===== src/rtl/cfml_pkg.sv =====
// Shared types, constants and helpers for the CIDR first-match lookup block.
// No dependencies; cfml_scan, the top level and the checker use this package.
`default_nettype none

package cfml_pkg;

  localparam int unsigned ADDR_W      = 32;  // IPv4 address
  localparam int unsigned PREFIX_W    = 6;   // prefix length field
  localparam int unsigned ENTRY_IDX_W = 8;   // slot / match index field
  localparam int unsigned LOC_FIELD_W = 16;  // location id field
  localparam int unsigned CFG_W       = 9;   // entries_in_use register

  // stream payload widths (zero padded to whole bytes)
  localparam int unsigned IN_DATA_W  = 96;
  localparam int unsigned OUT_DATA_W = 24;

  // input tdata field positions
  localparam int unsigned IN_IDX_LSB  = 0;
  localparam int unsigned IN_BASE_LSB = IN_IDX_LSB + ENTRY_IDX_W;
  localparam int unsigned IN_PREF_LSB = IN_BASE_LSB + ADDR_W;
  localparam int unsigned IN_LOC_LSB  = IN_PREF_LSB + PREFIX_W;
  localparam int unsigned IN_ADDR_LSB = IN_LOC_LSB + LOC_FIELD_W;

  typedef enum logic {
    OP_WRITE  = 1'b0,
    OP_LOOKUP = 1'b1
  } cfml_op_e;

  typedef enum logic [1:0] {
    ST_IDLE,
    ST_SCAN,
    ST_HOLD
  } cfml_state_e;

  typedef struct packed {
    logic                   hit;
    logic [ENTRY_IDX_W-1:0] index;
    logic [LOC_FIELD_W-1:0] location;
  } cfml_res_t;

  // Address lies in [base, base | host mask]. Prefix 0 covers up to all ones,
  // prefix 32 and above covers only the base.
  function automatic logic in_range(input logic [ADDR_W-1:0]   addr,
                                    input logic [ADDR_W-1:0]   base,
                                    input logic [PREFIX_W-1:0] prefix);
    logic [ADDR_W-1:0] host_mask;
    logic [ADDR_W-1:0] hi;
    if (prefix >= PREFIX_W'(ADDR_W)) begin
      host_mask = '0;
    end else begin
      host_mask = {ADDR_W{1'b1}} >> prefix[4:0];
    end
    hi = base | host_mask;
    return (addr >= base) && (addr <= hi);
  endfunction

endpackage

`default_nettype wire


===== src/rtl/cfml_scan.sv =====
// Sequencer: accepts items, writes entries, scans the table one entry per
// cycle and holds the result register. Depends on cfml_pkg.
`default_nettype none

module cfml_scan #(
  parameter int unsigned AW = 8,
  parameter int unsigned CW = 9,
  parameter int unsigned LW = 16
) (
  input  wire logic                     clk_i,
  input  wire logic                     rst_ni,
  // item side
  input  wire logic                     in_valid_i,
  output logic                          in_ready_o,
  input  wire logic                     in_op_i,
  input  wire logic                     in_slot_ok_i,
  input  wire logic [AW-1:0]            in_wr_addr_i,
  input  wire logic [LW+37:0]           in_wr_data_i,
  input  wire logic [cfml_pkg::ADDR_W-1:0] in_addr_i,
  input  wire logic [CW-1:0]            count_i,
  // table
  output logic                          wr_en_o,
  output logic      [AW-1:0]            wr_addr_o,
  output logic      [LW+37:0]           wr_data_o,
  output logic                          rd_en_o,
  output logic      [AW-1:0]            rd_addr_o,
  input  wire logic [LW+37:0]           rd_data_i,
  // result side
  output logic                          out_valid_o,
  input  wire logic                     out_ready_i,
  output cfml_pkg::cfml_res_t           out_res_o
);

  import cfml_pkg::*;

  cfml_state_e       state_q, state_d;
  logic [CW-1:0]     cnt_q, cnt_d;
  logic              rd_vld_q;
  logic [AW-1:0]     rd_idx_q;
  logic [ADDR_W-1:0] addr_q;
  cfml_res_t         pend_q, pend_d;
  logic              out_vld_q, out_vld_d;
  cfml_res_t         out_q;

  logic              accept;
  logic              match_now;
  logic              scan_done;
  logic              out_free;
  logic [ADDR_W-1:0] rd_base;
  logic [PREFIX_W-1:0] rd_pref;
  logic [LW-1:0]     rd_loc;

  assign rd_base = rd_data_i[ADDR_W-1:0];
  assign rd_pref = rd_data_i[ADDR_W+PREFIX_W-1:ADDR_W];
  assign rd_loc  = rd_data_i[LW+37:ADDR_W+PREFIX_W];

  assign accept    = in_valid_i && (state_q == ST_IDLE);
  assign match_now = rd_vld_q && in_range(addr_q, rd_base, rd_pref);
  assign scan_done = (cnt_q == count_i);
  assign out_free  = !out_vld_q || out_ready_i;

  // next state
  always_comb begin
    state_d = state_q;
    case (state_q)
      ST_IDLE: begin
        if (accept) begin
          if (in_op_i == OP_WRITE || count_i == '0) begin
            state_d = ST_HOLD;
          end else begin
            state_d = ST_SCAN;
          end
        end
      end
      ST_SCAN: begin
        if (match_now || scan_done) begin
          state_d = ST_HOLD;
        end
      end
      ST_HOLD: begin
        if (out_free) begin
          state_d = ST_IDLE;
        end
      end
      default: state_d = ST_IDLE;
    endcase
  end

  // outputs and datapath next values
  always_comb begin
    in_ready_o = 1'b0;
    wr_en_o    = 1'b0;
    rd_en_o    = 1'b0;
    rd_addr_o  = '0;
    cnt_d      = cnt_q;
    pend_d     = pend_q;
    out_vld_d  = out_vld_q && !out_ready_i;
    case (state_q)
      ST_IDLE: begin
        in_ready_o = 1'b1;
        if (accept) begin
          pend_d = '0;
          if (in_op_i == OP_WRITE) begin
            wr_en_o = in_slot_ok_i;
          end else if (count_i != '0) begin
            rd_en_o = 1'b1;
            cnt_d   = CW'(1);
          end
        end
      end
      ST_SCAN: begin
        if (match_now) begin
          pend_d.hit      = 1'b1;
          pend_d.index    = ENTRY_IDX_W'(rd_idx_q);
          pend_d.location = LOC_FIELD_W'(rd_loc);
        end else if (scan_done) begin
          pend_d = '0;
        end else begin
          rd_en_o   = 1'b1;
          rd_addr_o = cnt_q[AW-1:0];
          cnt_d     = cnt_q + CW'(1);
        end
      end
      ST_HOLD: begin
        if (out_free) begin
          out_vld_d = 1'b1;
        end
      end
      default: ;
    endcase
  end

  assign wr_addr_o = in_wr_addr_i;
  assign wr_data_o = in_wr_data_i;

  always_ff @(posedge clk_i or negedge rst_ni) begin
    if (!rst_ni) begin
      state_q   <= ST_IDLE;
      rd_vld_q  <= 1'b0;
      out_vld_q <= 1'b0;
      cnt_q     <= '0;
    end else begin
      state_q   <= state_d;
      rd_vld_q  <= rd_en_o;
      out_vld_q <= out_vld_d;
      cnt_q     <= cnt_d;
    end
  end

  always_ff @(posedge clk_i) begin
    pend_q <= pend_d;
    if (rd_en_o) begin
      rd_idx_q <= rd_addr_o;
    end
    if (accept) begin
      addr_q <= in_addr_i;
    end
    if (state_q == ST_HOLD && out_free) begin
      out_q <= pend_q;
    end
  end

  assign out_valid_o = out_vld_q;
  assign out_res_o   = out_q;

endmodule

`default_nettype wire


===== config.mk =====
export PLATFORM = sky130hd
export DESIGN_NAME = cfml_scan
export DESIGN_NICKNAME = d
export VERILOG_FILES = /design/src/rtl/cfml_pkg.sv /design/src/rtl/cfml_scan.sv
export SDC_FILE = /design/constraint.sdc
export NUM_CORES = 1
export LEC_CHECK = 0
export BUFFER_PORTS_ARGS = -buffer_cell sky130_fd_sc_hd__clkbuf_2
export CORE_ASPECT_RATIO = 1.25
export CORE_UTILIZATION = 52
export CTS_CLUSTER_DIAMETER = 50
export DETAILED_ROUTE_END_ITERATION = 12
export GPL_ROUTABILITY_DRIVEN = 1
export GPL_TIMING_DRIVEN = 1
export PLACE_DENSITY_LB_ADDON = 0.25
export SKIP_CTS_REPAIR_TIMING = 1
export SYNTH_ARGS = -nofsm -noshare
export SYNTH_HDL_FRONTEND = slang
export SYNTH_SLANG_ARGS = --single-unit

===== constraint.sdc =====
create_clock -name clk_i -period 13.5 [get_ports clk_i]
set_clock_uncertainty 0.05 [all_clocks]
set_input_delay 2.025 -clock clk_i [delete_from_list [all_inputs] [get_ports clk_i]]
set_output_delay 2.025 -clock clk_i [all_outputs]
set_load 0.005 [all_outputs]

# [Word-level counts from Yosys, hierarchy flattened]
# Index checks and enable logic that the tools add are counted.
[word_totals] out_inout_bits=99 register_bits=103 word_cells=78
[op_classes] magnitude_cmp=3 reduce_logical=17 n_addsub=1 n_mux=31 shift=1 bitwise_logic=2 eq_ne=11
[ops] cell="25-bit two-way mux" n=3
[ops] cell="25-bit one-hot mux with 2 select lines" n=1
[ops] cell="9-bit two-way mux" n=5
[ops] cell="32-bit greater-or-equal comparator" n=1
[ops] cell="32-bit <= comparator" n=1
[ops] cell="32-bit two-way mux" n=1
[ops] cell="32-bit OR" n=1
[ops] cell="32-bit by 5-bit right shift with 32-bit output (first input constant)" n=1
[ops] cell="8-bit two-way mux" n=3
[ops] cell="9-bit one-hot mux with 2 select lines" n=1
[ops] cell="2-bit inequality test (second input constant)" n=6
[ops] cell="1-bit two-way mux" n=11
[ops] cell="9-bit by 1-bit adder with 9-bit output (second input constant)" n=1
[ops] cell="9-bit equality test" n=1
[ops] cell="9-bit logical NOT" n=1
[ops] cell="9-bit nonzero test" n=1
[ops] cell="2-bit two-way mux" n=4
[ops] cell="6-bit greater-or-equal comparator (second input constant)" n=1
[ops] cell="2-bit one-hot mux with 3 select lines" n=1
[ops] cell="3-bit AND reduction" n=2
[ops] cell="6-bit AND reduction" n=1
[ops] cell="1-bit logical AND" n=5
[ops] cell="1-bit logical OR" n=3
[ops] cell="3-bit inequality test (second input constant)" n=1
[ops] cell="other kinds (8)" n=9

# [Depth between registers and ports, before layout]
# Gate-level depths: netlist of the first run.
[depth] word_depth=9 mapped_depth=14 depth_no_buf=13

# [Worst setup path after synthesis of the first run]
# OpenSTA, ideal clock, no wires.
[synth_timing] path_kind="input to output" start="in rd_data_i[34]" end="out rd_en_o" setup_slack_ps=6733 t_arrival_ps=4692 n_path_buf=2 path_stages=12 cell_sequence="clkbuf_1 > nor4_1 > a21oi_1 > ha_1 > nand4_1 > nor2_1 > a211o_1 > a2111o_1 > o211ai_4 > and3_1 > buf_6 > inv_1"
[synth_via] elab_chain_len=8
[synth_rtl] item="start, declared" line_no="cfml_scan.sv:27" text="input wire logic [LW+37:0] rd_data_i,"
[synth_rtl] item="32-bit by 5-bit right shift with 32-bit output / 6-bit greater-or-equal comparator (equally long branches)" line_no="cfml_pkg.sv:51, cfml_pkg.sv:48"
[synth_rtl] item="32-bit two-way mux (*)" line_no="cfml_pkg.sv:48" text="if (prefix >= PREFIX_W'(ADDR_W)) begin"
[synth_rtl] item="32-bit OR (*)" line_no="cfml_pkg.sv:53" text="hi = base | host_mask;"
[synth_rtl] item="32-bit <= comparator (*)" line_no="cfml_pkg.sv:54" text="return (addr >= base) && (addr <= hi);"
[synth_rtl] item="1-bit logical AND (*)" line_no="cfml_pkg.sv:54"
[synth_rtl] item="1-bit logical AND (*)" line_no="cfml_scan.sv:58" text="assign match_now = rd_vld_q && in_range(addr_q, rd_base, rd_pref);"
[synth_rtl] item="1-bit two-way mux (*)" line_no="cfml_scan.sv:112" text="if (match_now) begin"
[synth_rtl] item="1-bit one-hot mux with 2 select lines (*)" line_no="cfml_scan.sv:98" text="case (state_q)"
[synth_rtl] item="end, declared" line_no="cfml_scan.sv:25" text="output logic rd_en_o,"
# Every way passes the cells marked *; elsewhere a longest branch is shown, timed or not.

# [Worst setup path in the final report of the first run]
[layout_timing] start="in rd_data_i[35]" end="out rd_en_o"
# The elaborated chain is that of the path after synthesis.

==> metrics.md, run 1 <==
| Metric | Value |
|---|---|
| GRT Resource Usage Total | 23.20% |
| Initial Util | 53.34% |
| Via count | 4511 |
| Register area share after synthesis | 49.10% |
| Worst skew pair latency | 350 ps |
| Worst EP required | 11430 ps |
| Routability cong. | 0.9281 |
| DRC | 0 |
| Drt first pass iters | 5 |
| Worst-path fanout max | 21 |
| Worst Setup Path Type | in -> out |
| Psw | 345.9 uW |
| Number of port buffers | 137 |
| ANT cells | 0 |
| Rows | 44 |
| Cell Chain, Critical Path | clkbuf_2 > nor4_1 > a21oi_1 > ha_1 > nand4_1 > nor2_1 > a211o_1 > a2111o_1 > o211ai_4 > and3_1 > inv_1 > clkbuf_2 |
| Outcome | finished clean |
| RSZ-0062 raised after global routing | false |
| Worst hold path type | reg -> reg |
| Final Hold Fails | 0 |
| Relative slew margins | 57.08% |
| Syn_nets | 791 |
| Layout net count | 867 |
| Top FF cell, synth | edfxtp_1 |
| Share of cells above drive strength 1 | 25.78% |
| Leak | 0.003141 uW |
| Die width | 99.41 um |
| Crit-path most repeated cell | clkbuf_2 |
| Final worst slack | 5855 ps |
| Internal power | 709.6 uW |
| Congestion Overflow GR | 0 |
| Slew Viols, Final | 0 |
| Vias in the first global route | 4431 |
| Initial DRC count | 242 |
| Die Ht | 123.8 um |
| Combinational share of power | 27.5% |
| PwrDens | 154.5 nW/um^2 |
| Clk sinks | 103 |
| Full die area | 12300 sq um |
| CTS tree | yes |
| Yosys warns | 0 |
| Post-synth cell types | 57 |
| Reg area | 3028 sq um |
| Max clock buf depth | 2 |
| Cells after Synth | 563 |
| Final critical-path share of the clock period | 56.63% |
| FILL cells | 976 |
| Vias per inst | 5.769 |
| Area grow syn2layout | 10.77% |
| IO Count | 262 |
| Slowest CP cell | nor4_1 |
| Multi-input gate area | 2437 sq um |
| Commonest non-fill, non-tap cell in the layout | clkbuf_2 |
| First-pass GRT wire length | 21390 um |
| Peak supply drop | 74.29 uV |
| H-tree levels | 3 |
| Clock power frac | 25.1% |
| Post-synth EDFFs | 90 |
| Sw Share | 32.77% |
| Setup-failing EPs final | 0 |
| Avg Cell Area, Syn | 10.95 sq um |
| Setup TNS | 0 ps |
| Crit. End Element | output port |
| # Max-Cap Violations | 0 |
| Routed length per instance | 18.23 um |
| Post-DRT Antenna Nets | 0 |
| Core ar. | 11560 sq um |
| Worst path arrival time | 5570 ps |
| Initial antenna violation count | 0 |
| Reg power frac | 47.5% |
| CTS Buf Count | 9 |
| Worst path max stage delay | 640 ps |
| Worst slack at placement | 5949 ps |
| Largest net degree at the start of global routing | 33 |
| Ys async rst share | 12.62% |
| Mapped Area | 6167 sq um |
| DRT Wirelength | 14260 um |
| CTS clock-pin slew for the worst setup and hold paths | 70 ps |
| Crit path time final | 7645 ps |
| Most frequent cells in the layout | clkbuf_2 (137), edfxtp_1 (90), ha_1 (65) |
| DP Wirelength | 11580 um |
| Maximum clock frequency | 130.8 MHz |
| Worst Tran Pin Value | 638.0 ps |
| Critical path launch point type | primary input |
| Flops & latches, synth | 103 |
| Clk root buf | clkbuf_16 |
==> layout make-up <==
type,count,area share [%]
clock buffer,9,3.297
clock inverter,7,1.227
inverter,47,2.582
multi-input combinational,338,35.68
sequential,103,44.32
tap,138,2.527
timing repair buffer,140,10.37
==> registers in the layout (all words and copies together) (netlist names) <==
register     count
state_q          2
rd_idx_q         8
pend_q          25
cnt_q            9
out_res_o       25
addr_q          32
rd_vld_q         1
out_valid_o      1
==> synthesized netlist by cell type (all sizes together) (3+ instances only) <==
master,instances,share of area (%)
a21o,5,0.61
a21oi,48,3.9
a221o,4,0.65
a31oi,4,0.51
and2,34,3.4
and3,7,0.73
buf,67,8.1
clkbuf,8,0.51
dfrtp,13,5.3
edfxtp,90,44
ha,65,13
inv,47,2.9
nand2,30,1.9
nand2b,9,0.91
nand3,11,0.89
nand4,13,1.3
nor2,28,1.7
nor3,6,0.49
nor4,5,0.51
o211ai,3,0.67
o21ai,20,1.6
or3,4,0.41
xnor2,7,0.99
==> worst paths after layout <==
kind,startpoint,to,slack (ps),depth (start not counted)
worst max-delay path,rd_data_i[35],rd_en_o,5850,12
worst min register to register,pend_q[15],out_res_o[15],370,0
min in group asynchronous,rst_ni,cnt_q[4],1520,1
max in group asynchronous,rst_ni,state_q[1],11620,1
worst min-delay path,pend_q[15],out_res_o[15],370,0
worst max register to register,addr_q[25],rd_idx_q[2],10320,8
==> stage by stage <==
| step | total power (uW) | hold slack [ps] | area (sq um) | utilization, % | cells |
|---|---|---|---|---|---|
| 2_1_floorplan | 704.3 | 350.3 | 6167 | - | 563 |
| 3_3_place_gp | 784.6 | 351.2 | 6523 | 56.42 | 766 |
| 3_5_place_dp | 796.3 | 354.5 | 6523 | 56.42 | 766 |
| 4_1_cts | 1061 | 371.4 | 6832 | 59.09 | 782 |
| 5_1_grt | 1118 | 378.4 | 6832 | 59.09 | 782 |
| 6_report | 1056 | 369.4 | 6832 | 59.09 | 782 |
==> cell families after synthesis <==
logic type	after synthesis	share of synthesized area (%)
AND/OR/NAND/NOR	154	13.11
buffers and inverters	122	11.50
AO/OA/AOI/OAI	109	11.67
flip-flops	103	49.10
adder cells (fa/ha/maj)	65	13.19
XOR/XNOR	9	1.278
multiplexers	1	0.1623
==> routing by layer <==
| metal | GRT usage [%] | up-vias | wire length [um] |
|---|---|---|---|
| met1 | 23.74 | 2085 | 5142 |
| met3 | 8.698 | 49 | 1443 |
| met4 | 13.24 | 2 | 588 |
| li1 | - | 2117 | - |
| met5 | 2.991 | - | 49 |
| met2 | 40.54 | 258 | 7034 |
==> power by group through the flow <==
stage               logic (uW)  clock network (uW)  registers (uW)
floorplan                  205                   0             499
CTS                        290                 270             502
global placement           277                   0             507
global route               326                 281             511
finish                     290                 265             501
detailed placement         288                   0             508
==> worst max-delay path, delay by kind of cell <==
family / cells / cell delay (ps)
adders and majority gates: 1 / 350
buffers and inverters: 3 / 710
AOI/OAI and AO/OA: 4 / 1210
and+or+nand+nor: 4 / 1270
Power figures use the tool's default switching activity.
==> run 2, diff against run 1 <==
--- a/config.mk
+++ b/config.mk
@@ -7,7 +7,7 @@
 export LEC_CHECK = 0
 export BUFFER_PORTS_ARGS = -buffer_cell sky130_fd_sc_hd__clkbuf_2
 export CORE_ASPECT_RATIO = 1.25
-export CORE_UTILIZATION = 52
+export CORE_UTILIZATION = 44
 export CTS_CLUSTER_DIAMETER = 50
 export DETAILED_ROUTE_END_ITERATION = 12
 export GPL_ROUTABILITY_DRIVEN = 1
==> constraint.sdc (replaced) <==
create_clock -name clk_i -period 6.48 [get_ports clk_i]
set_clock_uncertainty 0.05 [all_clocks]
set_input_delay 0.972 -clock clk_i [delete_from_list [all_inputs] [get_ports clk_i]]
set_output_delay 0.972 -clock clk_i [all_outputs]
set_load 0.005 [all_outputs]
==> run 2 against run 1 <==
Net effect:
- clock power increased by 110%
- final cell count increased by 4.7%
- combinational power up 110%
- critical path type unchanged
- largest power group unchanged
==> metrics.md, run 2 (synthesis gave the netlist of run 1 again) <==
| Metric | Value |
|---|---|
| ANT cells | 0 |
| Maximum clock frequency | 181.5 MHz |
| Inst Count DP | 803 |
| Full die area | 14500 sq um |
| Clk sinks | 103 |
| Congestion Overflow GR | 0 |
| Largest net degree at the start of global routing | 33 |
| Worst skew pair latency | 350 ps |
| Critical path launch point type | primary input |
| Post-DP Area | 6569 sq um |
| Worst Setup Path Type | in -> out |
| DRT Wirelength | 13790 um |
| Final Hold Fails | 0 |
| H-tree levels | 3 |
| Final worst slack | 969.6 ps |
| Fin area | 6875 sq um |
| Die width | 107.9 um |
| Crit path time final | 5510 ps |
| Max reg flops | 32 |
| Post-DRT Antenna Nets | 0 |
| Routability cong. | 0.8990 |
| Layout net count | 867 |
| Slew Viols, Final | 0 |
| Final core occ | 49.99% |
| Setup-failing EPs final | 0 |
| Final critical-path share of the clock period | 85.04% |
| Drt first pass iters | 5 |
| Initial Util | 44.84% |
| Worst EP required | 5460 ps |
| Peak supply drop | 161.5 uV |
| End of the critical path | rd_en_o |
| FF-to-FF End | rd_idx_q[5] |
| Setup TNS | 0 ps |
| Number of port buffers | 137 |
| CTS clock-pin slew for the worst setup and hold paths | 80 ps |
| Most frequent cells in the layout | clkbuf_2 (137), edfxtp_1 (90), ha_1 (65) |
| Commonest non-fill, non-tap cell in the layout | clkbuf_2 |
| FILL cells | 1261 |
| Worst hold path type | reg -> reg |
| Routed length per instance | 16.84 um |
| Vias per inst | 5.407 |
| DRC | 0 |
| Area grow syn2layout | 11.48% |
| Die Ht | 134.4 um |
| Worst reg2reg path depth | 8 |
| Worst r2r src | addr_q[25] |
| FF-to-FF setup slack | 3410 ps |
| Leak | 0.003140 uW |
| First-pass GRT wire length | 21360 um |
| GRT Resource Usage Total | 19.45% |
| Worst Setup SP | rd_data_i[35] |
| Max clock buf depth | 2 |
| Worst slack at placement | 1079 ps |
| # Max-Cap Violations | 0 |
| Relative slew margins | 52.83% |
| Outcome | finished clean |
| Final Non-Filler Cells | 819 |
| Crit. End Element | output port |
| RSZ-0062 raised after global routing | false |
| Reg with most FFs | addr_q |
| CTS tree | yes |
| Initial DRC count | 198 |
| Clk root buf | clkbuf_16 |
| Worst Tran Pin Value | 701.1 ps |
| Share of cells above drive strength 1 | 25.78% |
| PwrDens | 318.3 nW/um^2 |
| Worst path arrival time | 4490 ps |
| Rows | 48 |
| Via count | 4428 |
| Worst-path fanout max | 21 |
| IO Count | 262 |
| Core ar. | 13750 sq um |
| Vias in the first global route | 4404 |
| Initial antenna violation count | 0 |
| DP Wirelength | 11150 um |
| CTS Buf Count | 9 |
## run 2: worst min path at each step
stage          cells past startpoint  slack [ps]        from             to
3_5_place_dp                       0         350  pend_q[13]  out_res_o[13]
4_1_cts                            0         370   pend_q[2]   out_res_o[2]
3_3_place_gp                       0         350   pend_q[5]   out_res_o[5]
5_1_grt                            0         380  pend_q[15]  out_res_o[15]
6_report                           0         370   pend_q[1]   out_res_o[1]
2_1_floorplan                      0         350   pend_q[0]   out_res_o[0]
## run 2: worst max-delay path: stages
cell,delay (ps)
clkbuf_2,230
nor4_1,680
a21oi_1,150
ha_1,350
nand4_1,180
nor2_1,80
a211o_1,320
a2111o_1,460
o211ai_4,250
and3_1,370
inv_1,250
clkbuf_2,170
## run 2: where the power goes
| part | switching (uW) | internal, uW | leakage [uW] |
|---|---|---|---|
| registers | 83.1 | 964 | 0.00103 |
| clock network | 268 | 276 | 0.000150 |
| logic | 364 | 233 | 0.00196 |
| total | 715 | 1470 | 0.00314 |
## run 2: layout make-up
type	count	area [sq um]	share of cell area, %
repair buffers	140	708.2	10.30
well taps	175	219.0	3.185
clock inverters	7	81.33	1.183
flip-flops and latches	103	3028	44.04
clock buffers	9	225.2	3.276
inverters	47	176.4	2.566
multi-input cells	338	2437	35.45
## run 2: routing by layer
layer | part of all wire, % | up-vias | track usage (%)
li1 | - | 2118 | -
met4 | 5.2 | 0 | 12.79
met5 | 0 | - | 0.3571
met2 | 50 | 209 | 33.90
met1 | 37 | 2038 | 20.51
met3 | 7.3 | 63 | 4.908
## run 2: stage by stage
step / power (uW) / hold WS, ps
2_1_floorplan: 1467 / 350.3
3_3_place_gp: 1642 / 350.4
3_5_place_dp: 1664 / 354.5
4_1_cts: 2215 / 372.0
5_1_grt: 2328 / 377.4
6_report: 2189 / 369.0
==> run 3, diff against run 2 <==
--- a/config.mk
+++ b/config.mk
@@ -7,12 +7,12 @@
 export LEC_CHECK = 0
 export BUFFER_PORTS_ARGS = -buffer_cell sky130_fd_sc_hd__clkbuf_2
 export CORE_ASPECT_RATIO = 1.25
-export CORE_UTILIZATION = 44
+export CORE_UTILIZATION = 49
 export CTS_CLUSTER_DIAMETER = 50
 export DETAILED_ROUTE_END_ITERATION = 12
 export GPL_ROUTABILITY_DRIVEN = 1
 export GPL_TIMING_DRIVEN = 1
-export PLACE_DENSITY_LB_ADDON = 0.25
+export PLACE_DENSITY = 0.92
 export SKIP_CTS_REPAIR_TIMING = 1
 export SYNTH_ARGS = -nofsm -noshare
 export SYNTH_HDL_FRONTEND = slang
==> constraint.sdc (replaced) <==
create_clock -name clk_i -period 5.9 [get_ports clk_i]
set_clock_uncertainty 0.05 [all_clocks]
set_input_delay 0.885 -clock clk_i [delete_from_list [all_inputs] [get_ports clk_i]]
set_output_delay 0.885 -clock clk_i [all_outputs]
set_load 0.005 [all_outputs]
==> run 3 against run 2 <==
Net effect:
- utilization increased by 6.0 points
- wire length increased by 2.6%
- combinational power up 11%
- sequential power up 9.5%
- sequential share of layout area grew 0.22 points
- final cell count is 1.3% lower
- via count up 2.9%
==> metrics.md, run 3 (synthesis gave the netlist of run 1 again) <==
| Metric | Value |
|---|---|
| CTS Buf Count | 9 |
| Initial antenna violation count | 0 |
| Overall power | 2393 uW |
| Crit. End Element | output port |
| Peak supply drop | 175.8 uV |
| Clk root buf | clkbuf_16 |
| DP Wirelength | 11360 um |
| GRT Resource Usage Total | 22.42% |
| Core ar. | 12220 sq um |
| Combinational share of power | 27.8% |
| Outcome | finished clean |
| Die width | 102.3 um |
| Hold WS | 370.1 ps |
| DRT Wirelength | 14160 um |
| Worst path arrival time | 4320 ps |
| Setup TNS | 0 ps |
| Max clock buf depth | 2 |
| Vias per inst | 5.640 |
| Clk sinks | 103 |
| Setup-failing EPs final | 0 |
| Most frequent cells in the layout | clkbuf_2 (137), edfxtp_1 (90), ha_1 (65) |
| Leak | 0.003133 uW |
| Relative slew margins | 58.23% |
| PwrDens | 349.8 nW/um^2 |
| Reg power frac | 48.2% |
| Inst Count DP | 792 |
| Clock power frac | 24.0% |
| Worst path max stage delay | 570 ps |
| Max reg flops | 32 |
| Commonest non-fill, non-tap cell in the layout | clkbuf_2 |
| Via count | 4557 |
| Slowest CP cell | nor4_1 |
| CP top delay family | compound AO/OA/AOI/OAI gates |
| Congestion Overflow GR | 0 |
| Post-DRT Antenna Nets | 0 |
| CTS tree | yes |
| Reg with most FFs | addr_q |
| Sw Share | 32.54% |
| Final Non-Filler Cells | 808 |
| DRC | 0 |
| First-pass GRT wire length | 22000 um |
| Cell Chain, Critical Path | clkbuf_2 > nor4_1 > a21oi_1 > ha_1 > nand4_1 > nor2_1 > a211o_1 > a2111o_1 > o211ai_4 > and3_1 > inv_1 > clkbuf_2 |
| Drt first pass iters | 5 |
| Worst skew pair latency | 350 ps |
| Die Ht | 127.4 um |
| IO Count | 262 |
| Critical path launch point type | primary input |
| Crit path time final | 5257 ps |
| Vias in the first global route | 4730 |
| Worst-path fanout max | 21 |
| Worst Tran Pin Value | 620.8 ps |
| Initial Util | 50.48% |
| Initial DRC count | 304 |
| Worst hold path type | in -> async |
| Crit-path most repeated cell | clkbuf_2 |
| Worst Setup Path Type | in -> out |
| Psw | 778.7 uW |
| Slew Viols, Final | 0 |
| Final Hold Fails | 0 |
| Full die area | 13040 sq um |
| Area grow syn2layout | 10.94% |
| RSZ-0062 raised after global routing | false |
| WP buf/inv | 3 |
| Share of cells above drive strength 1 | 25.62% |
| Routed length per instance | 17.52 um |
| ANT cells | 0 |
| # Max-Cap Violations | 0 |
| Final critical-path share of the clock period | 89.09% |
| Routability cong. | 0.8750 |
| CTS clock-pin slew for the worst setup and hold paths | 70 ps |
| Rows | 45 |
| Largest net degree at the start of global routing | 33 |
| Worst EP required | 4970 ps |
| Maximum clock frequency | 190.2 MHz |
| Internal power | 1614 uW |
| Number of port buffers | 137 |
| H-tree levels | 3 |
| Layout net count | 867 |
## run 3: area by class of cell
class | instances | area [sq um]
fill | 1013 | 5376
timing repair buffer | 140 | 708.2
tap | 164 | 205.2
clock buffer | 9 | 225.2
inverter | 47 | 176.4
sequential | 103 | 3028
clock inverter | 7 | 61.31
multi-input combinational | 338 | 2437
## run 3: worst paths after layout
| kind | start | to | slack (ps) | depth (start not counted) |
|---|---|---|---|---|
| setup / recovery | rd_data_i[35] | rd_en_o | 640 | 12 |
| hold / removal | rst_ni | cnt_q[5] | 370 | 1 |
| setup reg to reg | addr_q[30] | rd_idx_q[3] | 2790 | 8 |
| hold reg to reg | pend_q[7] | out_res_o[7] | 370 | 0 |
| max in group asynchronous | rst_ni | cnt_q[3] | 5170 | 1 |
| min in group clk_i | pend_q[7] | out_res_o[7] | 370 | 0 |
## run 3: power by group through the flow
| stage | Combinational, uW | Clock [uW] | Sequential [uW] |
|---|---|---|---|
| final | 665 | 573 | 1150 |
| after global routing | 749 | 606 | 1180 |
| after CTS | 667 | 582 | 1160 |
| after detailed placement | 659 | 0 | 1170 |
| after global placement | 630 | 0 | 1160 |
| after floorplan | 470 | 0 | 1140 |
## run 3: per-stage QoR
step | util, % | setup slack, ps | area (sq um)
floorplan | - | 463.1 | 6167
global placement | 53.65 | 799.8 | 6555
detailed placement | 53.65 | 702.7 | 6555
CTS | 56.00 | 662.7 | 6842
global route | 56.00 | 467.1 | 6842
finish | 56.00 | 643.5 | 6842
## run 3: layer usage
layer	track usage, %	routed length, um
met5	0	0
met1	21.51	4784
met4	15.55	818
met3	7.713	1358
met2	39.44	7198
## run 3: worst register-to-register path, delay by kind of cell (launching register included)
kind / cells / cell delay, ps
DFF: 1 / 440
AOI/OAI and AO/OA: 1 / 330
buffers and inverters: 2 / 420
and+or+nand+nor: 4 / 1220
adders and majority gates: 1 / 350
